[src/design/shcr_pkg.sv]
// shared types and constants of the sobel/harris corner response block
// used by shcr_pos_ctr, shcr_resp_math and the top level; no dependencies
package shcr_pkg;

	localparam int RW   = 13;
	localparam int TAPS = 9;

	typedef logic [RW-1:0] row_t;

	localparam logic [1:0] CFG_WIDTH  = 2'd0;
	localparam logic [1:0] CFG_HEIGHT = 2'd1;
	localparam logic [1:0] CFG_K      = 2'd2;

	// neighbor offsets in raster order of the 3x3 window
	localparam logic signed [1:0] NB_DR [TAPS] = '{
		-2'sd1, -2'sd1, -2'sd1, 2'sd0, 2'sd0, 2'sd0, 2'sd1, 2'sd1, 2'sd1};
	localparam logic signed [1:0] NB_DC [TAPS] = '{
		-2'sd1, 2'sd0, 2'sd1, -2'sd1, 2'sd0, 2'sd1, -2'sd1, 2'sd0, 2'sd1};

	localparam logic signed [2:0] SOBEL_X [TAPS] = '{
		3'sd1, 3'sd2, 3'sd1, 3'sd0, 3'sd0, 3'sd0, -3'sd1, -3'sd2, -3'sd1};
	localparam logic signed [2:0] SOBEL_Y [TAPS] = '{
		3'sd1, 3'sd0, -3'sd1, 3'sd2, 3'sd0, -3'sd2, 3'sd1, 3'sd0, -3'sd1};

	// log2 of the 1 2 1 / 2 4 2 / 1 2 1 weights
	localparam logic [1:0] WT_SHIFT [TAPS] = '{
		2'd0, 2'd1, 2'd0, 2'd1, 2'd2, 2'd1, 2'd0, 2'd1, 2'd0};

	typedef struct packed {
		logic pos_zero;
		logic in_area;
		logic g_ok;
		logic q_ok;
		logic q_in_area;
		logic q_last;
	} shcr_flags_t;

	typedef struct packed {
		logic zero;
		logic adv;
	} shcr_pos_ctl_t;

endpackage

[src/design/shcr_pos_ctr.sv]
// raster position tracking: input column/row, delay line write pointer,
// gradient and response centers; depends on shcr_pkg
module shcr_pos_ctr import shcr_pkg::*; #(
	parameter int MAX_WIDTH = 2048,
	localparam int LINE = 2 * MAX_WIDTH + 3,
	localparam int AW = $clog2(LINE),
	localparam int CW = $clog2(MAX_WIDTH + 1)
) (
	input  logic          clk,
	input  logic          arst_n,
	input  shcr_pos_ctl_t ctl,
	input  logic [CW-1:0] eff_w,
	input  logic [11:0]   eff_h,
	output shcr_flags_t   flags,
	output logic [AW-1:0] wp,
	output logic [AW-1:0] wp_g,
	output row_t          g_row,
	output row_t          q_row,
	output logic [CW-1:0] g_col,
	output logic [CW-1:0] q_col
);

	logic [CW-1:0] pc_q;
	row_t          pr_q;
	logic [AW-1:0] wp_q;
	logic [CW-1:0] w_m1;
	row_t          h_r;

	function automatic logic [AW-1:0] wrap_sub(input logic [AW-1:0] base,
		input logic [AW:0] sub);
		logic [AW:0] diff;
		diff = {1'b0, base} - sub;
		if (diff[AW])
			return AW'(diff + (AW+1)'(LINE));
		return diff[AW-1:0];
	endfunction

	assign w_m1 = eff_w - CW'(1);
	assign h_r  = RW'(eff_h);

	always_ff @(posedge clk or negedge arst_n) begin
		if (!arst_n) begin
			pc_q <= '0;
			pr_q <= '0;
			wp_q <= '0;
		end else if (ctl.zero) begin
			pc_q <= '0;
			pr_q <= '0;
			wp_q <= '0;
		end else if (ctl.adv) begin
			if (pc_q == w_m1) begin
				pc_q <= '0;
				pr_q <= pr_q + RW'(1);
			end else begin
				pc_q <= pc_q + CW'(1);
			end
			wp_q <= (wp_q == AW'(LINE - 1)) ? '0 : wp_q + AW'(1);
		end
	end

	always_comb begin
		g_col = (pc_q == '0) ? w_m1 : pc_q - CW'(1);
		g_row = (pc_q == '0) ? pr_q - RW'(2) : pr_q - RW'(1);
		q_col = (g_col == '0) ? w_m1 : g_col - CW'(1);
		q_row = (g_col == '0) ? g_row - RW'(2) : g_row - RW'(1);
		flags.pos_zero  = (pc_q == '0) && (pr_q == '0);
		flags.in_area   = pr_q < h_r;
		flags.g_ok      = !((pr_q == '0) || ((pr_q == RW'(1)) && (pc_q == '0)));
		flags.q_ok      = flags.g_ok &&
			!((g_row == '0) || ((g_row == RW'(1)) && (g_col == '0)));
		flags.q_in_area = q_row < h_r;
		flags.q_last    = (q_row == h_r - RW'(1)) && (q_col == w_m1);
	end

	assign wp   = wp_q;
	assign wp_g = wrap_sub(wp_q, (AW+1)'(eff_w) + (AW+1)'(1));

endmodule

[config.mk]
export PLATFORM = sky130hd
export DESIGN_NAME = shcr_pos_ctr
export DESIGN_NICKNAME = d
export VERILOG_FILES = /design/src/design/shcr_pkg.sv /design/src/design/shcr_pos_ctr.sv
export SDC_FILE = /design/constraint.sdc
export NUM_CORES = 1
export LEC_CHECK = 0
export CAP_MARGIN = 20
export CELL_PAD_IN_SITES_DETAIL_PLACEMENT = 0
export CELL_PAD_IN_SITES_GLOBAL_PLACEMENT = 2
export CORE_MARGIN = 2
export CORE_UTILIZATION = 40
export DETAILED_ROUTE_END_ITERATION = 6
export DONT_BUFFER_PORTS = 1
export GPL_TIMING_DRIVEN = 0
export MAX_ROUTING_LAYER = met4
export PLACE_DENSITY = 0.83
export SYNTH_ARGS = -nofsm -noshare
export SYNTH_HDL_FRONTEND = slang
export SYNTH_SLANG_ARGS = --single-unit
[constraint.sdc]
create_clock -name clk -period 21.3 [get_ports clk]
set_clock_uncertainty 0.1 [all_clocks]
set_input_delay 3.195 -clock clk [delete_from_list [all_inputs] [get_ports clk]]
set_output_delay 3.195 -clock clk [all_outputs]
set_load 0.02 [all_outputs]
==> results.toml <==
[synthesis]
synth.avg_cell_area_sq_um = 7.708
synth_simple_gate_area_frac = 0.2780
yosysTopAreaCellShare = 0.1598
netlist_instances = 772
synth_fa_ha_area_frac = 0.1169
seq_area_frac_synth = 0.1598
synth_nets = 855
synthXorXnorAreaFrac = 0.1953
synth_cell_types = 75
synth.area.mux_share = 0.01346
synth_top_family_by_area = "simple AND/OR/NAND/NOR gates"
synth_compound_area_frac = 0.1768
synth_edf_count = 0
synthTopCellsByArea = "dfrtp_1 (16%), ha_1 (11%), xnor2_1 (10%)"
synth_flop_cell = "dfrtp_1"
yosys.area.top_type = "dfrtp_1"
yosysWarnings = 0
synth_seq_cells = 38
async_flop_share = 1.000
syn-cell-area_sq_um = 5951

[place]
hpwl_um = 14710
dp_slack_ns = 8.666
portBuffers = 0
placed_area_sq_um = 6181
gp_congestion = 0.8731

[routing]
drc = 0
drtIter0Drc = 411
vias = 5661
antenna_left = 0
viasPerCell = 5.872
routed_wl_um = 17990
wl_per_cell_um = 18.66
drt_first_pass_iters = 4

[timing]
hold_viol_final = 0
fin_crit_sh = 0.5942
rsz0062_at_grt = "false"
tightest_slew_ns = 1.147
fin_ws_ns = 8.643
slew-limit-headroom = 0.2318
setup_tns_ns = 0
max_clock_freq_mhz = 79.01
finalSetupViolations = 0
holdWs_ns = 0.5616
slew_violations = 0
fin_crit_ns = 12.66

[worst_setup_path]
endpoint_kind = "output pin"
cp.depth = 22
cp.required_ns = 18.01
arrival_ns = 9.36
worst_path_max_delay_cell = "or4_4"
path_buf_inv = 4
worst_r2r_path_depth = 9
crit_family = "compound AO/OA/AOI/OAI gates"
worst-path-max-fanout = 10
max_stage_delay_ns = 0.70
path_class = "primary input to output pin"
crit_top_cell = "o21a_1"
startpoint = "eff_w[0]"
rr_startpoint = "pc_q[8]"
critPathLaunchType = "primary input"
path_cells = "inv_1 -> ha_1 -> or4b_1 -> clkbuf_1 -> o21ai_0 -> a311oi_2 -> or4_4 -> nor3_1 -> clkbuf_1 -> clkbuf_1 -> a21oi_1 -> ha_1 -> o21a_1 -> o21a_1 -> o21a_1 -> o21a_1 -> o21a_1 -> o21a_1 -> o21a_1 -> o21ai_0 -> a21oi_1 -> nor3_1"

[final_layout]
fillers = 1473
drive_gt1_frac = 0.04744
final_nets = 862
fin_area_sq_um = 6380
multi_input_comb_area_sq_um = 4644
insertedDiodeCount = 0
syn_to_final_growth_pct = 7.212
ff_latch_area_sq_um = 950.9

[die]
io_pins = 110
start_util = 0.4094
row_count = 44
die_w_um = 126.0
die_h_um = 126.0
design.die.area_sq_um = 15870
coreArea_sq_um = 14530

[clocking]
clk_pin_slew_ns = 0.06
cts_setup_buffers = 0
h-tree-depth = 2
cts_root_buffer = "clkbuf_16"
clock_sinks = 38
cts_hold_buf = 0
cts_tree = "built"
cts_buffers = 5
clk_latency_ns = 0.28
cts_resized = 0
cts_buffer_depth = 2

[grt]
grt_pass1_vias = 5433
grt_usage = 0.2270
grt_overflow = 0
grt_max_degree = 39
antenna_found_initial = 0
grt_pass1_wl_um = 28970

[min_path]
min-delay-start = "pr_q[12]"
hp-class = "flop to flop"
min_path_cells = 2

[run]
max-cap-violations = 0

[pwr]
p_per_area_nw_per_um2 = 43.70
peakVddDrop_v = 0.00003335
p_leak_uw = 0.002734

[status]
outcome = "finished, final reports clean"
flip-flops by register name, summed over array words and instances (netlist names):
name,count
pr_q,13
wp,13
pc_q,12
layout by cell type, fill, tap and decap left out, types with 6 or more instances in the layout:
master,n
o21ai_0,25
nand2_1,53
a21oi_1,36
xnor2_1,71
a21boi_0,6
inv_1,57
dfrtp_1,38
a21o_1,11
nor2b_1,7
nand4_1,18
nand3_1,29
nor3_1,31
nor2_1,76
or3_1,9
mux2i_1,8
nor4_1,17
clkbuf_1,27
xor2_1,47
a31oi_1,8
ha_1,54
and3_1,15
o21a_1,8
nand2b_1,10
nor3b_1,7
area by class of cell:
cell class | instances | area share
Buffer | 33 | 0.02216
Sequential cell | 38 | 0.1490
Clock buffer | 6 | 0.02177
Multi-Input combinational cell | 644 | 0.7280
Clock inverter | 2 | 0.009414
Tap cell | 184 | 0.03609
Inverter | 57 | 0.03354
power by group:
group / leakage (uW) / switching [uW] / total, uW / internal [uW]
combinational: 0.00211 / 72.4 / 105 / 33.0
sequential: 0.000528 / 2.10 / 75.0 / 72.9
clock: 0.0000971 / 28.2 / 98.4 / 70.3
cells by family after synthesis:
family / count (synthesis)
compound gates: 146
xor+xnor: 124
fa+ha+maj: 55
buf+inv: 90
flops: 38
mux: 8
simple gates: 311
final timing paths:
| path | end | slack [ns] |
|---|---|---|
| max | flags[1] | 8.64 |
| min | pr_q[12] | 0.56 |
| max reg2reg | pr_q[7] | 18.06 |
| min reg2reg | pr_q[12] | 0.56 |
| max in group asynchronous | pc_q[9] | 18.51 |
| min in group asynchronous | pc_q[11] | 2.51 |
worst reg2reg max path: cells and delay by family, from the launching register on:
kind / cells / cell delay, ns
flip-flops: 1 / 0.43
AND/OR/NAND/NOR: 5 / 1.51
AO/OA/AOI/OAI: 1 / 0.14
XOR/XNOR: 1 / 0.31
buffers and inverters: 2 / 0.67
cells in the mapped netlist, types with 8 or more instances:
cell       n
nor3_1    31
o21ai_0   25
or3_1      9
o21a_1     8
and3_1    15
ha_1      54
a21o_1    11
dfrtp_1   38
a31oi_1    8
nand2b_1  10
nand3_1   29
clkbuf_1  27
nand2_1   53
nor2_1    76
inv_1     57
nor4_1    17
a21oi_1   36
xnor2_1   71
xor2_1    47
mux2i_1    8
nand4_1   18
metal layers:
layer,global-route usage,vias to the layer above,routed length [um]
li1,-,2778,-
met2,0.3653,168,8174
met3,0.03908,17,1065
met4,0.03167,0,190
met5,-,-,0
met1,0.3080,2698,8556
metrics by stage:
stage	utilization	power, uW	std cells
after floorplan	-	161.1	772
after global placement	0.4253	179.7	956
after detailed placement	0.4253	180.7	956
after CTS	0.4390	279.6	964
after global routing	0.4390	294.5	964
final	0.4390	278.8	964
Note: power is estimated with default switching activity, not from simulation.
