==> src/design/shcr_pkg.sv <==
// shared types and constants of the sobel/harris corner response block
// used by shcr_pos_ctr, shcr_resp_math and the top level; no dependencies
package shcr_pkg;

	localparam int RW   = 13;
	localparam int TAPS = 9;

	typedef logic [RW-1:0] row_t;

	localparam logic [1:0] CFG_WIDTH  = 2'd0;
	localparam logic [1:0] CFG_HEIGHT = 2'd1;
	localparam logic [1:0] CFG_K      = 2'd2;

	// neighbor offsets in raster order of the 3x3 window
	localparam logic signed [1:0] NB_DR [TAPS] = '{
		-2'sd1, -2'sd1, -2'sd1, 2'sd0, 2'sd0, 2'sd0, 2'sd1, 2'sd1, 2'sd1};
	localparam logic signed [1:0] NB_DC [TAPS] = '{
		-2'sd1, 2'sd0, 2'sd1, -2'sd1, 2'sd0, 2'sd1, -2'sd1, 2'sd0, 2'sd1};

	localparam logic signed [2:0] SOBEL_X [TAPS] = '{
		3'sd1, 3'sd2, 3'sd1, 3'sd0, 3'sd0, 3'sd0, -3'sd1, -3'sd2, -3'sd1};
	localparam logic signed [2:0] SOBEL_Y [TAPS] = '{
		3'sd1, 3'sd0, -3'sd1, 3'sd2, 3'sd0, -3'sd2, 3'sd1, 3'sd0, -3'sd1};

	// log2 of the 1 2 1 / 2 4 2 / 1 2 1 weights
	localparam logic [1:0] WT_SHIFT [TAPS] = '{
		2'd0, 2'd1, 2'd0, 2'd1, 2'd2, 2'd1, 2'd0, 2'd1, 2'd0};

	typedef struct packed {
		logic pos_zero;
		logic in_area;
		logic g_ok;
		logic q_ok;
		logic q_in_area;
		logic q_last;
	} shcr_flags_t;

	typedef struct packed {
		logic zero;
		logic adv;
	} shcr_pos_ctl_t;

endpackage

==> src/design/shcr_resp_math.sv <==
// harris response A*B - C*C - round(k*(A+B)^2 / 2^16), one product per cycle
// depends on shcr_pkg
module shcr_resp_math import shcr_pkg::*; (
	input  logic               clk,
	input  logic               arst_n,
	input  logic               start,
	input  logic [19:0]        a,
	input  logic [19:0]        b,
	input  logic [19:0]        c,
	input  logic [15:0]        k,
	output logic               done,
	output logic signed [42:0] resp
);

	localparam logic [2:0] M_IDLE = 3'd0;
	localparam logic [2:0] M_AB   = 3'd1;
	localparam logic [2:0] M_CC   = 3'd2;
	localparam logic [2:0] M_TT   = 3'd3;
	localparam logic [2:0] M_KLO  = 3'd4;
	localparam logic [2:0] M_KHI  = 3'd5;
	localparam logic [2:0] M_KT   = 3'd6;
	localparam logic [2:0] M_RES  = 3'd7;

	logic [2:0]  step_q;
	logic        done_q;
	logic [19:0] a_q, b_q, c_q;
	logic [15:0] k_q;
	logic [39:0] ab_q, cc_q;
	logic [41:0] t_q;
	logic [36:0] klo_q, khi_q;
	logic [42:0] kt_q;
	logic signed [42:0] resp_q;
	logic [20:0] s;
	logic [58:0] ksum;
	logic [44:0] rsum;

	assign s    = {1'b0, a_q} + {1'b0, b_q};
	assign ksum = {1'b0, khi_q, 21'b0} + 59'(klo_q) + 59'd32768;
	assign rsum = 45'(ab_q) - 45'(cc_q) - 45'(kt_q);

	always_ff @(posedge clk or negedge arst_n) begin
		if (!arst_n) begin
			step_q <= M_IDLE;
			done_q <= 1'b0;
		end else begin
			done_q <= 1'b0;
			unique case (step_q)
				M_IDLE: if (start) step_q <= M_AB;
				M_RES: begin
					step_q <= M_IDLE;
					done_q <= 1'b1;
				end
				default: step_q <= step_q + 3'd1;
			endcase
		end
	end

	always_ff @(posedge clk) begin
		if (start && step_q == M_IDLE) begin
			a_q <= a;
			b_q <= b;
			c_q <= c;
			k_q <= k;
		end
		if (step_q == M_AB)  ab_q  <= a_q * b_q;
		if (step_q == M_CC)  cc_q  <= c_q * c_q;
		if (step_q == M_TT)  t_q   <= s * s;
		if (step_q == M_KLO) klo_q <= k_q * t_q[20:0];
		if (step_q == M_KHI) khi_q <= k_q * t_q[41:21];
		if (step_q == M_KT)  kt_q  <= ksum[58:16];
		if (step_q == M_RES) resp_q <= $signed(rsum[42:0]);
	end

	assign done = done_q;
	assign resp = resp_q;

endmodule

==> config.mk <==
export PLATFORM = sky130hd
export DESIGN_NAME = shcr_resp_math
export DESIGN_NICKNAME = d
export VERILOG_FILES = /design/src/design/shcr_pkg.sv /design/src/design/shcr_resp_math.sv
export SDC_FILE = /design/constraint.sdc
export NUM_CORES = 2
export LEC_CHECK = 0
export CAP_MARGIN = 5
export CELL_PAD_IN_SITES_DETAIL_PLACEMENT = 0
export CELL_PAD_IN_SITES_GLOBAL_PLACEMENT = 1
export CORE_AREA = 2 2 396 398
export DETAILED_ROUTE_END_ITERATION = 8
export DIE_AREA = 0 0 398 400
export DONT_BUFFER_PORTS = 1
export PLACE_DENSITY = 0.77
export RECOVER_POWER = 100
export SYNTH_ARGS = -nofsm -noshare
export SYNTH_HDL_FRONTEND = slang
export SYNTH_SLANG_ARGS = --single-unit
==> constraint.sdc <==
create_clock -name clk -period 8.7 [get_ports clk]
set_clock_uncertainty 0.2 [all_clocks]
set_input_delay 0.435 -clock clk [delete_from_list [all_inputs] [get_ports clk]]
set_output_delay 0.435 -clock clk [all_outputs]
set_load 0.01 [all_outputs]
==> impl_metrics.py <==
metrics = {
    "finish": {
        "areaGrowthSynthToFinish_pct": 10.3,
        "final.fill_count": 14200,
        "nets": 10300,
        "final-seq-area_um2": 10300,
        "multi_input_area_um2": 56500,
        "fin_cells": 10100,
        "final_cell_mix": "inv_1, fa_1, nand2_1",
        "layout_commonest_cell": "inv_1",
        "layout-drive-gt1-share": 0.0773,
    },
    "placement": {
        "dp_cells": 9879,
        "dpl_worst_slack_ns": -0.629,
        "hpwl_mm": 158,
        "place_congestion": 0.932,
        "port_buffers": 0,
    },
    "global_route": {
        "antenna_found_initial": 6,
        "grt.total_usage": 0.253,
        "overflow": 0,
        "grt_start_max_net_pins": 56,
        "grt_pass1_vias": 57800,
        "grt_pass1_wl_mm": 315,
    },
    "sta": {
        "rsz0062_at_grt": "yes",
        "worst_hold_slack_ns": 0.190,
        "min_period_ns": 9.01,
        "period_share": 1.04,
        "fin_ws_ns": -0.313,
        "worst_pin_slew_ns": 2.94,
        "fmax_mhz": 111,
        "max_slew_margin": -0.963,
        "drv_slew": 239,
        "hold_viol": 0,
        "setup_viol": 6,
    },
    "logic_synthesis": {
        "avgSynthCellArea_um2": 9.57,
        "ys_warn_count": 0,
        "synthArstFlopShare": 0.0116,
        "synth_edf_count": 341,
        "yosysSeqAreaShare": 0.140,
        "synth_seq_cells": 345,
        "synthFlopType": "edfxtp_1",
        "postSynthCellCount": 7729,
        "yosysUniqueCellTypes": 90,
        "netlist_area_um2": 73900,
    },
    "setup_path": {
        "critPathCaptureType": "flop",
        "r2r_cells": 34,
        "critical_path_required_ns": 8.88,
        "path_common_cell": "fa_1",
        "cp.arrival_ns": 9.19,
        "crit_fanout": 3,
        "max_stage_delay_ns": 0.57,
        "startpoint_type": "flop",
        "critPathKind": "flop to flop",
        "slowest_stage": "fa_1",
    },
    "route": {
        "via_count": 52800,
        "wl_per_cell_um": 19.2,
        "drtPass1Iterations": 7,
        "drt-total-wl_mm": 193,
        "antenna_left": 0,
        "met3_length_mm": 9.96,
        "wl_met2_mm": 93.8,
        "drtIter0Drc": 3411,
        "met1Wirelength_mm": 83.4,
        "top_layer_used": "met5",
        "vias_per_cell": 5.24,
        "drc": 0,
    },
    "clocking": {
        "clockBufferDepth": 3,
        "clk_latency_ns": 0.66,
        "htree_levels": 2,
        "root_buffer": "clkbuf_16",
        "cts_tree": "yes",
        "numCtsBuffers": 45,
        "cts_sinks": 345,
        "clk_pin_slew_ns": 0.07,
    },
    "worst_hold_path": {
        "hp-class": "input pin to flop",
        "min_path_cells": 1,
    },
    "floorplan": {
        "initial_core_util": 0.477,
        "die_y_um": 400,
        "die_w_um": 398,
        "die_area_um2": 159000,
        "row_count": 145,
        "core_region_area_um2": 155000,
        "io_pins": 123,
    },
    "flow_run": {
        "drv_cap": 7,
    },
    "outcome": {
        "outcome": "finished, violations left",
        "violations": "capacitance limit, slew limit, setup timing",
    },
}
==> timing repair <==
item / in CTS / in global routing
cloned: 0 / 0
buffers inserted: 16 / 18
pin swaps: 51 / 86
hold endpoints to repair: 82 / 0
hold buffers: 79 / 0
endpoints found under the setup margin: 18 / 21
gates resized for setup: 41 / 91
==> per-layer routing <==
layer,vias to the layer above,track usage
met5,-,0
met3,305,0.0305
li1,24100,-
met2,1353,0.430
met1,27000,0.341
met4,2,0.0739
==> state kept, by name, summed over array words and instances (netlist names) <==
name    cells
kt_q       43
ab_q       40
khi_q      37
cc_q       39
a_q        20
t_q        41
b_q        20
klo_q      22
k_q        16
c_q        20
resp       43
done        1
step_q      3
==> critical path, delay by kind of cell (launching register included) <==
family                     cells  cell delay [ns]
buffers and inverters          6             0.53
xor gates and xnor gates       2             0.25
adders and majority gates     10             4.45
AOI/OAI and AO/OA             12             2.33
DFF                            1             0.39
and+or+nand+nor                4             0.61
==> final timing paths <==
kind,from,to,slack (ns)
setup / recovery,a_q[0],t_q[41],-0.31
hold / removal,k[15],k_q[15],0.19
hold reg to reg,khi_q[20],kt_q[25],0.37
min in group asynchronous,arst_n,step_q[2],0.57
setup reg to reg,a_q[0],t_q[41],-0.31
max in group asynchronous,arst_n,done,7.46
==> final cells by class <==
class	count	area share
Antenna cell	1	0.0000307
Clock buffer	50	0.0140
Clock inverter	32	0.00516
Inverter	1812	0.0834
Multi-Input combinational cell	5311	0.693
Sequential cell	345	0.127
Tap cell	2058	0.0316
Timing Repair Buffer	461	0.0454
==> cells by family (layout without fill, tap and decap cells) <==
family | count (synthesis) | after routing | share of synthesized area
compound gates | 776 | 776 | 0.0684
fa+ha+maj | 2221 | 2221 | 0.521
mux | 6 | 6 | 0.000846
other cells | 2 | 6 | 0.000102
flops | 345 | 345 | 0.140
simple gates | 1995 | 1995 | 0.127
xor+xnor | 308 | 308 | 0.0368
buf+inv | 2076 | 2355 | 0.106
==> per-stage QoR <==
stage	setup TNS [ns]	cell area [µm²]	utilization
after floorplan	-0.420	74200	-
after global placement	-2.68	78400	0.506
after detailed placement	-4.78	78400	0.506
after CTS	-1.79	81100	0.523
after global routing	-5.25	81500	0.526
final	-1.41	81500	0.526
==> cell usage after synthesis (5+ instances only) <==
master / instances / share of area
a211oi_1: 16 / 0.0016
nand3_1: 58 / 0.0039
a41oi_1: 6 / 0.00071
edfxtp_1: 341 / 0.14
a21o_1: 159 / 0.016
o21bai_1: 36 / 0.0037
a21oi_1: 244 / 0.017
and4_1: 7 / 0.00083
a21boi_0: 5 / 0.00051
xnor2_1: 200 / 0.024
or3_1: 9 / 0.00076
nor2_1: 246 / 0.012
buf_1: 6 / 0.00030
o22ai_1: 5 / 0.00042
nor3_1: 41 / 0.0028
clkinv_1: 5 / 0.00025
clkbuf_1: 251 / 0.013
o211ai_1: 5 / 0.00051
o21ai_1: 12 / 0.00081
o21ai_0: 129 / 0.0087
nand2_1: 945 / 0.048
a221o_1: 5 / 0.00068
nand4_1: 38 / 0.0032
a31oi_1: 31 / 0.0026
o31ai_1: 13 / 0.0013
nor4_1: 7 / 0.00059
o31a_1: 8 / 0.00095
a31o_2: 9 / 0.0011
or2_2: 13 / 0.0011
o21a_1: 31 / 0.0031
inv_1: 1807 / 0.092
and3_1: 23 / 0.0019
and2_1: 505 / 0.043
xor2_1: 106 / 0.013
ha_1: 791 / 0.13
nand2b_1: 41 / 0.0035
nor2b_1: 49 / 0.0041
fa_1: 1430 / 0.39
Power is not shown: default switching activity piles up to over one toggle a cycle in this logic, so the estimate is an artifact.
